--- src/rtl/ats_pkg.sv ---
// ----------------------------------------------------------------------------
// ATA taskfile splitter package
// Shared types, constants and register map for the splitter.
// ----------------------------------------------------------------------------
package ats_pkg;

	localparam int SECTOR_BYTES    = 512;
	localparam int SECTOR_SHIFT    = 9;
	localparam int DEF_CHUNK_BYTES = 65536;
	localparam int DEF_MAX_CHUNKS  = 64;

	localparam int POS_W     = 57;
	localparam int LEN_W     = 23;
	localparam int SEC_W     = 48;
	localparam int LEN_SEC_W = LEN_W - SECTOR_SHIFT;
	localparam int LBA_W     = 32;

	localparam int IN_DATA_W  = 80;
	localparam int OUT_DATA_W = 72;
	localparam int OUT_USER_W = 4;

	localparam int PADDR_W   = 5;
	localparam int PDATA_W   = 64;
	localparam int REG_IDX_W = 2;

	localparam logic [REG_IDX_W-1:0] REG_PART_START = 2'd0;
	localparam logic [REG_IDX_W-1:0] REG_PART_SIZE  = 2'd1;
	localparam logic [REG_IDX_W-1:0] REG_LBA48_MODE = 2'd2;

	typedef enum logic [2:0] {
		ST_OK         = 3'd0,
		ST_MISALIGNED = 3'd1,
		ST_OUTSIDE    = 3'd2,
		ST_EMPTY      = 3'd3,
		ST_OVERSIZE   = 3'd4
	} result_code_t;

	typedef struct packed {
		logic [SEC_W-1:0] part_start;
		logic [SEC_W-1:0] part_size;
		logic             lba48;
	} cfg_t;

	typedef struct packed {
		logic load;
		logic check;
		logic setup;
		logic put_reject;
		logic put_chunk;
	} cmd_t;

	typedef struct packed {
		logic rejected;
		logic out_free;
		logic final_chunk;
	} sts_t;

endpackage

--- src/rtl/ata_request_to_taskfile_splitter.sv ---
// ----------------------------------------------------------------------------
// ATA request to taskfile splitter
// Turns a byte-addressed partition request into ATA PIO taskfile words.
// ----------------------------------------------------------------------------
// A request is accepted in S_IDLE, checked in S_CHECK and clipped and
// offset by the partition start in S_SETUP; a rejected request puts its
// one result word from S_SETUP instead. The chunk sequencer feeding the
// single output register issues one word a cycle while that register is
// free (empty or being taken). A new request is taken as soon as the last
// word of the previous one is in the output register.
module ata_request_to_taskfile_splitter #(
	parameter int CHUNK_BYTES = ats_pkg::DEF_CHUNK_BYTES,
	parameter int MAX_CHUNKS  = ats_pkg::DEF_MAX_CHUNKS
) (
	input  logic                           clk,
	input  logic                           arst_n,
	input  logic                           psel,
	input  logic                           penable,
	input  logic                           pwrite,
	input  logic [ats_pkg::PADDR_W-1:0]    paddr,
	input  logic [ats_pkg::PDATA_W-1:0]    pwdata,
	output logic [ats_pkg::PDATA_W-1:0]    prdata,
	output logic                           pready,
	input  logic                           s_axis_tvalid,
	output logic                           s_axis_tready,
	// [56:0] byte_position, [79:57] byte_length
	input  logic [ats_pkg::IN_DATA_W-1:0]  s_axis_tdata,
	// [0] is_write
	input  logic                           s_axis_tuser,
	output logic                           m_axis_tvalid,
	input  logic                           m_axis_tready,
	// [7:0] sec_cnt, [15:8] lba_low, [23:16] lba_mid, [31:24] lba_high,
	// [39:32] lba_extra, [43:40] head_nibble, [66:44] accepted_length, [71:67] 0
	output logic [ats_pkg::OUT_DATA_W-1:0] m_axis_tdata,
	// [2:0] status, [3] write_cmd
	output logic [ats_pkg::OUT_USER_W-1:0] m_axis_tuser,
	output logic                           m_axis_tlast
);

	ats_pkg::cfg_t cfg;
	ats_pkg::cmd_t cmd;
	ats_pkg::sts_t sts;

	ats_regs u_regs (
		.clk     (clk),
		.arst_n  (arst_n),
		.psel    (psel),
		.penable (penable),
		.pwrite  (pwrite),
		.paddr   (paddr),
		.pwdata  (pwdata),
		.prdata  (prdata),
		.pready  (pready),
		.cfg     (cfg)
	);

	ats_ctrl u_ctrl (
		.clk      (clk),
		.arst_n   (arst_n),
		.in_valid (s_axis_tvalid),
		.in_ready (s_axis_tready),
		.sts      (sts),
		.cmd      (cmd)
	);

	ats_dp #(
		.CHUNK_BYTES (CHUNK_BYTES),
		.MAX_CHUNKS  (MAX_CHUNKS)
	) u_dp (
		.clk       (clk),
		.arst_n    (arst_n),
		.cfg       (cfg),
		.cmd       (cmd),
		.sts       (sts),
		.in_data   (s_axis_tdata),
		.in_user   (s_axis_tuser),
		.out_valid (m_axis_tvalid),
		.out_ready (m_axis_tready),
		.out_data  (m_axis_tdata),
		.out_user  (m_axis_tuser),
		.out_last  (m_axis_tlast)
	);

endmodule

--- src/rtl/ats_regs.sv ---
// ----------------------------------------------------------------------------
// ATA taskfile splitter registers
// APB register file for partition start, partition size and LBA layout.
// ----------------------------------------------------------------------------
module ats_regs (
	input  logic                        clk,
	input  logic                        arst_n,
	input  logic                        psel,
	input  logic                        penable,
	input  logic                        pwrite,
	input  logic [ats_pkg::PADDR_W-1:0] paddr,
	input  logic [ats_pkg::PDATA_W-1:0] pwdata,
	output logic [ats_pkg::PDATA_W-1:0] prdata,
	output logic                        pready,
	output ats_pkg::cfg_t               cfg
);

	logic [ats_pkg::SEC_W-1:0]     part_start_q;
	logic [ats_pkg::SEC_W-1:0]     part_size_q;
	logic                          lba48_q;
	logic [ats_pkg::REG_IDX_W-1:0] idx;
	logic                          wr_en;

	assign idx    = paddr[ats_pkg::PADDR_W-1:ats_pkg::PADDR_W-ats_pkg::REG_IDX_W];
	assign pready = 1'b1;
	assign wr_en  = psel & penable & pwrite & pready;

	always_ff @(posedge clk or negedge arst_n) begin
		if (!arst_n) begin
			part_start_q <= '0;
			part_size_q  <= '0;
			lba48_q      <= 1'b0;
		end else if (wr_en) begin
			case (idx)
				ats_pkg::REG_PART_START: part_start_q <= pwdata[ats_pkg::SEC_W-1:0];
				ats_pkg::REG_PART_SIZE:  part_size_q  <= pwdata[ats_pkg::SEC_W-1:0];
				ats_pkg::REG_LBA48_MODE: lba48_q      <= pwdata[0];
				default: ;
			endcase
		end
	end

	always_comb begin
		case (idx)
			ats_pkg::REG_PART_START:
				prdata = {{(ats_pkg::PDATA_W-ats_pkg::SEC_W){1'b0}}, part_start_q};
			ats_pkg::REG_PART_SIZE:
				prdata = {{(ats_pkg::PDATA_W-ats_pkg::SEC_W){1'b0}}, part_size_q};
			ats_pkg::REG_LBA48_MODE:
				prdata = {{(ats_pkg::PDATA_W-1){1'b0}}, lba48_q};
			default:
				prdata = '0;
		endcase
	end

	assign cfg.part_start = part_start_q;
	assign cfg.part_size  = part_size_q;
	assign cfg.lba48      = lba48_q;

endmodule

--- src/rtl/ats_dp.sv ---
// ----------------------------------------------------------------------------
// ATA taskfile splitter datapath
// Request checks, partition clipping, chunk sequencing and result register.
// ----------------------------------------------------------------------------
module ats_dp #(
	parameter int CHUNK_BYTES = ats_pkg::DEF_CHUNK_BYTES,
	parameter int MAX_CHUNKS  = ats_pkg::DEF_MAX_CHUNKS
) (
	input  logic                           clk,
	input  logic                           arst_n,
	input  ats_pkg::cfg_t                  cfg,
	input  ats_pkg::cmd_t                  cmd,
	output ats_pkg::sts_t                  sts,
	input  logic [ats_pkg::IN_DATA_W-1:0]  in_data,
	input  logic                           in_user,
	output logic                           out_valid,
	input  logic                           out_ready,
	output logic [ats_pkg::OUT_DATA_W-1:0] out_data,
	output logic [ats_pkg::OUT_USER_W-1:0] out_user,
	output logic                           out_last
);

	localparam int KW = $clog2(MAX_CHUNKS + 1);
	localparam logic [31:0] MAX_LEN = 32'(MAX_CHUNKS * CHUNK_BYTES);
	localparam logic [ats_pkg::LEN_SEC_W-1:0] CHUNK_SEC =
		ats_pkg::LEN_SEC_W'(CHUNK_BYTES / ats_pkg::SECTOR_BYTES);
	localparam logic [KW-1:0] LAST_K = KW'(MAX_CHUNKS - 1);

	// request registers
	logic [ats_pkg::POS_W-1:0]     pos_q;
	logic [ats_pkg::LEN_W-1:0]     len_q;
	logic                          wr_q;
	ats_pkg::result_code_t         code_q;
	logic [ats_pkg::SEC_W-1:0]     avail_q;
	logic [ats_pkg::LEN_SEC_W-1:0] rem_q;
	logic [ats_pkg::LEN_W-1:0]     acc_q;
	logic [ats_pkg::LBA_W-1:0]     lba_q;
	logic [KW-1:0]                 k_q;

	// result register
	logic                          ovalid_q;
	ats_pkg::result_code_t         ostatus_q;
	logic                          owr_q;
	logic [7:0]                    ocount_q;
	logic [ats_pkg::LBA_W-1:0]     olba_q;
	logic                          olba48_q;
	logic [ats_pkg::LEN_W-1:0]     oacc_q;
	logic                          olast_q;

	logic [ats_pkg::SEC_W-1:0]     pos_sec;
	ats_pkg::result_code_t         code_d;
	logic [ats_pkg::LEN_SEC_W-1:0] len_sec;
	logic [ats_pkg::LEN_SEC_W-1:0] clip_sec;
	logic [ats_pkg::LEN_SEC_W-1:0] chunk;
	logic [ats_pkg::LEN_SEC_W-1:0] rem_next;
	logic                          is_final;
	logic                          out_free;

	assign pos_sec = pos_q[ats_pkg::POS_W-1:ats_pkg::SECTOR_SHIFT];
	assign len_sec = len_q[ats_pkg::LEN_W-1:ats_pkg::SECTOR_SHIFT];

	always_comb begin
		if ((|pos_q[ats_pkg::SECTOR_SHIFT-1:0]) || (|len_q[ats_pkg::SECTOR_SHIFT-1:0]))
			code_d = ats_pkg::ST_MISALIGNED;
		else if (32'(len_q) > MAX_LEN)
			code_d = ats_pkg::ST_OVERSIZE;
		else if (pos_sec >= cfg.part_size)
			code_d = ats_pkg::ST_OUTSIDE;
		else if (len_q == '0)
			code_d = ats_pkg::ST_EMPTY;
		else
			code_d = ats_pkg::ST_OK;
	end

	assign clip_sec = (ats_pkg::SEC_W'(len_sec) > avail_q) ?
		avail_q[ats_pkg::LEN_SEC_W-1:0] : len_sec;

	assign chunk    = (rem_q < CHUNK_SEC) ? rem_q : CHUNK_SEC;
	assign rem_next = rem_q - chunk;
	assign is_final = (rem_next == '0) || (k_q == LAST_K);
	assign out_free = !ovalid_q || out_ready;

	assign sts.rejected    = (code_q != ats_pkg::ST_OK);
	assign sts.out_free    = out_free;
	assign sts.final_chunk = is_final;

	always_ff @(posedge clk) begin
		if (cmd.load) begin
			pos_q <= in_data[ats_pkg::POS_W-1:0];
			len_q <= in_data[ats_pkg::POS_W+ats_pkg::LEN_W-1:ats_pkg::POS_W];
			wr_q  <= in_user;
		end
		if (cmd.check) begin
			code_q  <= code_d;
			avail_q <= cfg.part_size - pos_sec;
		end
		if (cmd.setup) begin
			rem_q <= clip_sec;
			acc_q <= {clip_sec, {ats_pkg::SECTOR_SHIFT{1'b0}}};
			lba_q <= cfg.part_start[ats_pkg::LBA_W-1:0] +
				pos_sec[ats_pkg::LBA_W-1:0];
			k_q   <= '0;
		end else if (cmd.put_chunk) begin
			rem_q <= rem_next;
			lba_q <= lba_q + ats_pkg::LBA_W'(chunk);
			k_q   <= k_q + 1'b1;
		end
	end

	always_ff @(posedge clk or negedge arst_n) begin
		if (!arst_n)
			ovalid_q <= 1'b0;
		else if (cmd.put_reject || cmd.put_chunk)
			ovalid_q <= 1'b1;
		else if (out_ready)
			ovalid_q <= 1'b0;
	end

	always_ff @(posedge clk) begin
		if (cmd.put_reject) begin
			ostatus_q <= code_q;
			owr_q     <= 1'b0;
			ocount_q  <= '0;
			olba_q    <= '0;
			olba48_q  <= 1'b0;
			oacc_q    <= '0;
			olast_q   <= 1'b1;
		end else if (cmd.put_chunk) begin
			ostatus_q <= ats_pkg::ST_OK;
			owr_q     <= wr_q;
			ocount_q  <= chunk[7:0];
			olba_q    <= lba_q;
			olba48_q  <= cfg.lba48;
			oacc_q    <= acc_q;
			olast_q   <= is_final;
		end
	end

	assign out_valid = ovalid_q;
	assign out_last  = olast_q;
	assign out_user  = {owr_q, ostatus_q};

	always_comb begin
		out_data        = '0;
		out_data[7:0]   = ocount_q;
		out_data[15:8]  = olba_q[7:0];
		out_data[23:16] = olba_q[15:8];
		out_data[31:24] = olba_q[23:16];
		out_data[39:32] = (ostatus_q == ats_pkg::ST_OK && olba48_q) ? olba_q[31:24] : 8'd0;
		out_data[43:40] = (ostatus_q == ats_pkg::ST_OK && !olba48_q) ? olba_q[27:24] : 4'd0;
		out_data[66:44] = oacc_q;
	end

endmodule

--- src/rtl/ats_ctrl.sv ---
// ----------------------------------------------------------------------------
// ATA taskfile splitter controller
// Sequences request intake, checking, setup, rejection words and per-chunk result issue.
// ----------------------------------------------------------------------------
module ats_ctrl (
	input  logic          clk,
	input  logic          arst_n,
	input  logic          in_valid,
	output logic          in_ready,
	input  ats_pkg::sts_t sts,
	output ats_pkg::cmd_t cmd
);

	typedef enum logic [1:0] {
		S_IDLE,
		S_CHECK,
		S_SETUP,
		S_EMIT
	} state_t;

	state_t state_q;
	logic   ready_q;

	assign in_ready = ready_q;

	always_comb begin
		cmd            = '0;
		cmd.load       = (state_q == S_IDLE) && in_valid && ready_q;
		cmd.check      = (state_q == S_CHECK);
		cmd.setup      = (state_q == S_SETUP) && !sts.rejected;
		cmd.put_reject = (state_q == S_SETUP) && sts.rejected && sts.out_free;
		cmd.put_chunk  = (state_q == S_EMIT) && sts.out_free;
	end

	always_ff @(posedge clk or negedge arst_n) begin
		if (!arst_n) begin
			state_q <= S_IDLE;
			ready_q <= 1'b0;
		end else begin
			case (state_q)
				S_IDLE: begin
					ready_q <= !cmd.load;
					if (cmd.load)
						state_q <= S_CHECK;
				end
				S_CHECK: begin
					state_q <= S_SETUP;
				end
				S_SETUP: begin
					if (cmd.setup)
						state_q <= S_EMIT;
					else if (cmd.put_reject) begin
						state_q <= S_IDLE;
						ready_q <= 1'b1;
					end
				end
				S_EMIT: begin
					if (cmd.put_chunk && sts.final_chunk) begin
						state_q <= S_IDLE;
						ready_q <= 1'b1;
					end
				end
				default: begin
					state_q <= S_IDLE;
					ready_q <= 1'b0;
				end
			endcase
		end
	end

endmodule

--- config.mk ---
export PLATFORM = sky130hd
export DESIGN_NAME = ata_request_to_taskfile_splitter
export DESIGN_NICKNAME = d
export VERILOG_FILES = /design/src/rtl/ats_pkg.sv /design/src/rtl/ata_request_to_taskfile_splitter.sv /design/src/rtl/ats_regs.sv /design/src/rtl/ats_dp.sv /design/src/rtl/ats_ctrl.sv
export SDC_FILE = /design/constraint.sdc
export NUM_CORES = 1
export LEC_CHECK = 0
export BUFFER_PORTS_ARGS = -buffer_cell sky130_fd_sc_hd__buf_2
export CORE_MARGIN = 1
export CORE_UTILIZATION = 50
export DETAILED_ROUTE_END_ITERATION = 10
export GPL_ROUTABILITY_DRIVEN = 0
export PLACE_DENSITY = 0.74
export SYNTH_ARGS = -nofsm -noshare
export SYNTH_HDL_FRONTEND = slang
export SYNTH_SLANG_ARGS = --single-unit
--- constraint.sdc ---
create_clock -name clk -period 6.22 [get_ports clk]
set_input_delay 0.311 -clock clk [delete_from_list [all_inputs] [get_ports clk]]
set_output_delay 0.311 -clock clk [all_outputs]
set_load 0.01 [all_outputs]
---- Word-level counts from Yosys, hierarchy flattened ----
Index checks and enable logic that the tools add are counted.
word-level totals
  register bits ........................... 360
  input port bits ......................... 157
  logic and storage cells ................. 105
  output and inout bits ................... 144
operators by class
  add/sub/neg operators ................... 5
  equality and inequality tests ........... 11
  muxes and demuxes ....................... 25
  reductions and logical operators ........ 35
  magnitude comparators ................... 4
  bitwise logic cells ..................... 2
operators with widths
  kind                                                  count
  one-hot mux 48 bit (3 select lines)                   1
  two-way mux 32 bit                                    2
  two-way mux 14 bit                                    4
  >= comparator 48 bit                                  1
  > comparator 14 x 48 -> 1 bit                         1
  subtractor 48 bit                                     1
  adder 32 x 14 -> 32 bit                               1
  adder 32 bit                                          1
  > comparator 23 bit (second input constant)           1
  zero test 23 bit                                      1
  OR reduction 9 bit                                    2
  zero test 14 bit                                      1
  < comparator 14 x 8 -> 1 bit (second input constant)  1
  subtractor 14 bit                                     1
  two-way mux 3 bit                                     4
  two-way mux 2 bit                                     5
  logical AND 1 bit                                     9
  two-way mux 8 bit                                     1
  one-hot mux 2 bit (4 select lines)                    1
  adder 7 x 1 -> 7 bit (second input constant)          1
  equality test 7 x 6 -> 1 bit (second input constant)  1
  equality test 2 bit (second input constant)           3
  AND reduction 2 bit                                   3
  nonzero test 2 bit                                    3
  other kinds (16)                                      32

---- Longest topological paths before layout ----
  word-level depth ........................ 8
  depth in mapped cells ................... 18

---- By module ----
From an unflattened synthesis, not the netlist that was laid out.
second synthesis, totals
  cell total of the unflattened synthesis .. 1849
  area total of the unflattened synthesis .. 20188.1 sq um
by module, submodules not included
  module    cells each  instances  area an instance (sq um)  seq. area each (sq um)
  ats_dp    1491        1          15431.0                   7161.9
  ats_regs  337         1          4555.6                    2427.3
  ats_ctrl  21          1          201.4                     75.1

---- Worst setup path before layout ----
Ideal clock, no wire load.
  kind .................................... reg2reg
  from .................................... register u_ctrl.state_q[0]
  to ...................................... register u_dp.len_q[0] in the netlist's numbering (enable)
  arrival time ............................ 6076 ps
  stages on the path, launching flop included .. 2
  buffers on the path ..................... 0
  slack ................................... -480 ps
  period minus slack after synthesis ...... 6700 ps
  cells stage by stage .................... dfrtp_1 > nor3_1
RTL lines
  what                      RTL line        text
  start: declaration        ats_ctrl.sv:21  state_t state_q;
  start signal: assignment  ats_ctrl.sv:37  state_q <= S_IDLE;
  start signal: assignment  ats_ctrl.sv:44  state_q <= S_CHECK;
  start signal: assignment  ats_ctrl.sv:47  state_q <= S_SETUP;
  end signal: assignment    ats_dp.sv:90    len_q <= in_data[ats_pkg::POS_W+ats_pkg::LEN_W-1:ats_pkg::POS_W];
  end: declaration          ats_dp.sv:31    logic [ats_pkg::LEN_W-1:0] len_q;

---- Worst setup path in the final report ----
  from .................................... register u_dp.rem_q[7] in the netlist's numbering
  to ...................................... register u_dp.lba_q[26] in the netlist's numbering, data pin
between the ends
  cells in the longest elaborated chain, start to end .. 5
RTL lines
  what                          RTL line       text
  start: declaration            ats_dp.sv:35   logic [ats_pkg::LEN_SEC_W-1:0] rem_q;
  start signal: assignment      ats_dp.sv:98   rem_q <= clip_sec;
  start signal: assignment      ats_dp.sv:104  rem_q <= rem_next;
  < comparator 14 x 8 -> 1 bit  ats_dp.sv:78   assign chunk = (rem_q < CHUNK_SEC) ? rem_q : CHUNK_SEC;
  two-way mux 14 bit            ats_dp.sv:78
  via u_dp.chunk (one bit)      ats_dp.sv:54   logic [ats_pkg::LEN_SEC_W-1:0] chunk;
  adder 32 x 14 -> 32 bit       ats_dp.sv:105  lba_q <= lba_q + ats_pkg::LBA_W'(chunk);
  two-way mux 32 bit            ats_dp.sv:103  end else if (cmd.put_chunk) begin
  two-way mux 32 bit            ats_dp.sv:97   if (cmd.setup) begin
  end signal: assignment        ats_dp.sv:100  lba_q <= cfg.part_start[ats_pkg::LBA_W-1:0] +
  end signal: assignment        ats_dp.sv:105
  end: declaration              ats_dp.sv:37   logic [ats_pkg::LBA_W-1:0] lba_q;
The timed path passes the listed nets, and every way through them passes these cells. The select of a mux whose other input is x is not followed.
A chain may end at the register's enable or synchronous reset.

==> flow_metrics.env <==
export IMPL_status="complete, no violations"
export IMPL_netlist_instances=1876
export IMPL_fin_ws_ns=2.11
export IMPL_cts_hold_buf=124
export IMPL_nets=2491
export IMPL_clock_skew_ns=0.0243
export IMPL_leakagePower_nw=10.4
export IMPL_start_util_pct=50.8
export IMPL_cp_max_fo=18
export IMPL_io_buffers=250
export IMPL_dp_slack_ns=2.16
export IMPL_grt_max_degree=81
export IMPL_insertion_delay_ns=0.56
export IMPL_crit_path_start_kind="flop"
export IMPL_synth_ff_type="edfxtp_1"
export IMPL_final_setup_tns_ns=0
export IMPL_critPathKind="reg2reg"
export IMPL_cts_buffers=39
export IMPL_hold_viol=0
export IMPL_yosysUniqueCellTypes=69
export IMPL_clk_path_buf_depth=3
export IMPL_ant_nets=0
export IMPL_dp_hpwl_mm=36.0
export IMPL_drv_slew=0
export IMPL_vias_per_cell=5.54
export IMPL_n_fill_cell=3176
export IMPL_syn_area_um2=19700
export IMPL_timing_final_crit_share_pct=66.2
export IMPL_pin_count=301
export IMPL_cp_end_kind="flop"
export IMPL_ys_seq_area_share_pct=49.1
export IMPL_ys_warn_count=0
export IMPL_wl_mm=51.2
export IMPL_holdWs_ns=0.0313
export IMPL_clkSinkCount=360
export IMPL_cts_max_level=2
export IMPL_cts_root_buf="clkbuf_16"
export IMPL_vias=15400
export IMPL_slew_headroom_pct=19.8
export IMPL_avgSynthCellArea_um2=10.5
export IMPL_cts_tree="done"
export IMPL_grt_pass1_vias=15400
export IMPL_irDropWorstVdd_v=0.000294
export IMPL_setup_viol=0
export IMPL_finalPower_mw=9.22
export IMPL_maxCapViolCount=0
export IMPL_grt_usage_pct=25.5
export IMPL_clk_pin_slew_ns=0.06
export IMPL_cp_required_ns=6.49
export IMPL_antenna_found_initial=3
export IMPL_final_cell_mix="buf_2, nand2_1, edfxtp_1"
export IMPL_rsz0062_at_grt="false"
export IMPL_dr_pass1_iters=5
export IMPL_ys_ff_latch=360
export IMPL_layout_drive_gt1_share_pct=20.6
export IMPL_post_route_drc_count=0
export IMPL_die_height_um=200
export IMPL_worst_pin_slew_ns=1.19
export IMPL_cp_arrival_ns=4.38
export IMPL_ctsResizeCount=0
export IMPL_power_density_nw_per_um2=388
export IMPL_drt_initial_drc_count=1054
export IMPL_post_cts_buffers=0
export IMPL_areaGrowthSynthToFinish_pct=20.7
export IMPL_fp_row_count=72
export IMPL_core_area_um2=38700
export IMPL_max_freq_mhz=243
export IMPL_gr_total_overflow=0
export IMPL_layout_commonest_cell="buf_2"
export IMPL_grt_pass1_wl_mm=81.4
export IMPL_die_x_um=200
export IMPL_wl_per_cell_um=18.5
export IMPL_hp_class="in2reg"
export IMPL_async_reset_ff_share_pct=28.1
export IMPL_die_area_um2=40200
export IMPL_synth_edf_count=195
export IMPL_final_min_clock_period_ns=4.11
[worst max-delay path, stage by stage, from the launching register on]
cell,delay [ns]
edfxtp_1,0.45
or3_1,0.44
nor2_1,0.12
buf_4,0.21
and2_1,0.17
ha_1,0.17
inv_1,0.06
fa_1,0.40
nor2b_1,0.13
o21ai_0,0.11
a21boi_0,0.31
o2111ai_1,0.25
a211oi_1,0.33
o21ai_0,0.12
nand2b_1,0.12
and4_1,0.21
xnor2_1,0.12
o21ai_0,0.09
[sequential cells by signal, indices dropped and copies added (netlist names), 2 cells and up]
register / flops
u_dp.pos_q: 57
u_dp.olba_q: 32
u_dp.oacc_q: 14
u_dp.ostatus_q: 3
u_dp.acc_q: 14
u_regs.part_start_q: 48
u_dp.avail_q: 48
u_ctrl.state_q: 2
u_dp.code_q: 3
u_dp.len_q: 23
u_regs.part_size_q: 48
u_dp.rem_q: 14
u_dp.lba_q: 32
u_dp.ocount_q: 8
u_dp.k_q: 7
[metal layers]
metal,share of wire (%),GRT usage [%],vias up
li1,-,-,7323
met1,43,33.6,7386
met2,47,42.3,565
met3,6.2,3.91,103
met4,3.2,9.84,2
met5,0.025,0,-
[per-stage QoR]
stage                     util (%)  area, µm²  cells
final                         61.4      23800   2774
after global routing          61.4      23800   2773
after CTS                     61.3      23800   2770
after detailed placement      54.7      21200   2574
after global placement        54.7      21200   2574
after floorplan                  -      19800   1912
[path summary, 6_finish.rpt]
kind	startpoint	endpoint	slack (ns)	depth (start not counted)
max	u_dp.rem_q[7]$_DFFE_PP_	u_dp.lba_q[26]$_DFFE_PP_	2.11	17
min	pwdata[14]	u_regs.part_size_q[14]$_DFFE_PN0P_	0.03	2
max reg2reg	u_dp.rem_q[7]$_DFFE_PP_	u_dp.lba_q[26]$_DFFE_PP_	2.11	17
min reg2reg	u_dp.acc_q[13]$_DFFE_PP_	u_dp.oacc_q[13]$_SDFFE_PP0P_	0.45	2
max in group asynchronous	arst_n	u_dp.out_valid$_DFFE_PN0P_	4.67	3
min in group asynchronous	arst_n	u_regs.part_start_q[27]$_DFFE_PN0P_	0.27	2
[synthesized netlist by cell type (4+ instances only)]
master	count	area, µm²
a211oi_1	12	90.1
a21boi_0	4	30.0
a21o_1	43	323
a21oi_1	83	415
a31oi_1	10	62.6
and2_1	25	156
and3_1	12	75.1
and4_1	4	35.0
buf_1	19	71.3
buf_4	56	420
clkbuf_1	42	158
dfrtp_1	101	2530
dfxtp_1	64	1280
edfxtp_1	195	5860
ha_1	109	1360
inv_1	97	364
mux2_2	114	1280
mux2i_1	51	510
nand2_1	201	754
nand2b_1	19	119
nand3_1	27	135
nand4_1	23	144
nor2_1	131	492
nor2b_1	16	100
nor3_1	32	160
nor4_1	18	113
o211ai_1	10	75.1
o21a_1	22	165
o21ai_0	125	626
o21bai_1	9	67.6
o22ai_1	9	56.3
o2bb2ai_1	9	78.8
o31ai_1	7	52.6
or3_1	17	106
xnor2_1	61	534
xor2_1	42	368
[cell families after synthesis]
kind of cell	Yosys count	share of synthesized area, %
simple gates	540	12.8
compound gates	378	12.0
flops	360	49.1
buf+inv	215	5.17
mux	165	9.11
fa+ha+maj	113	7.29
xor+xnor	103	4.58
other cells	2	0.0381
[where the power goes]
group | total [mW] | switching (mW) | internal [mW]
Combinational | 3.20 | 1.89 | 1.31
Clock | 2.35 | 0.961 | 1.39
Sequential | 3.67 | 0.402 | 3.27
[area by class of cell]
| class | count | area, µm² | share of cell area [%] |
|---|---|---|---|
| multi-input combinational | 1337 | 9180 | 38.6 |
| clock inverter | 14 | 140 | 0.589 |
| clock buffer | 58 | 1170 | 4.92 |
| inverter | 97 | 364 | 1.53 |
| timing repair buffer | 387 | 2590 | 10.9 |
| tap | 518 | 648 | 2.73 |
| antenna | 3 | 7.51 | 0.0316 |
| sequential | 360 | 9660 | 40.7 |
No activity file was read; power rests on OpenSTA's default activity.
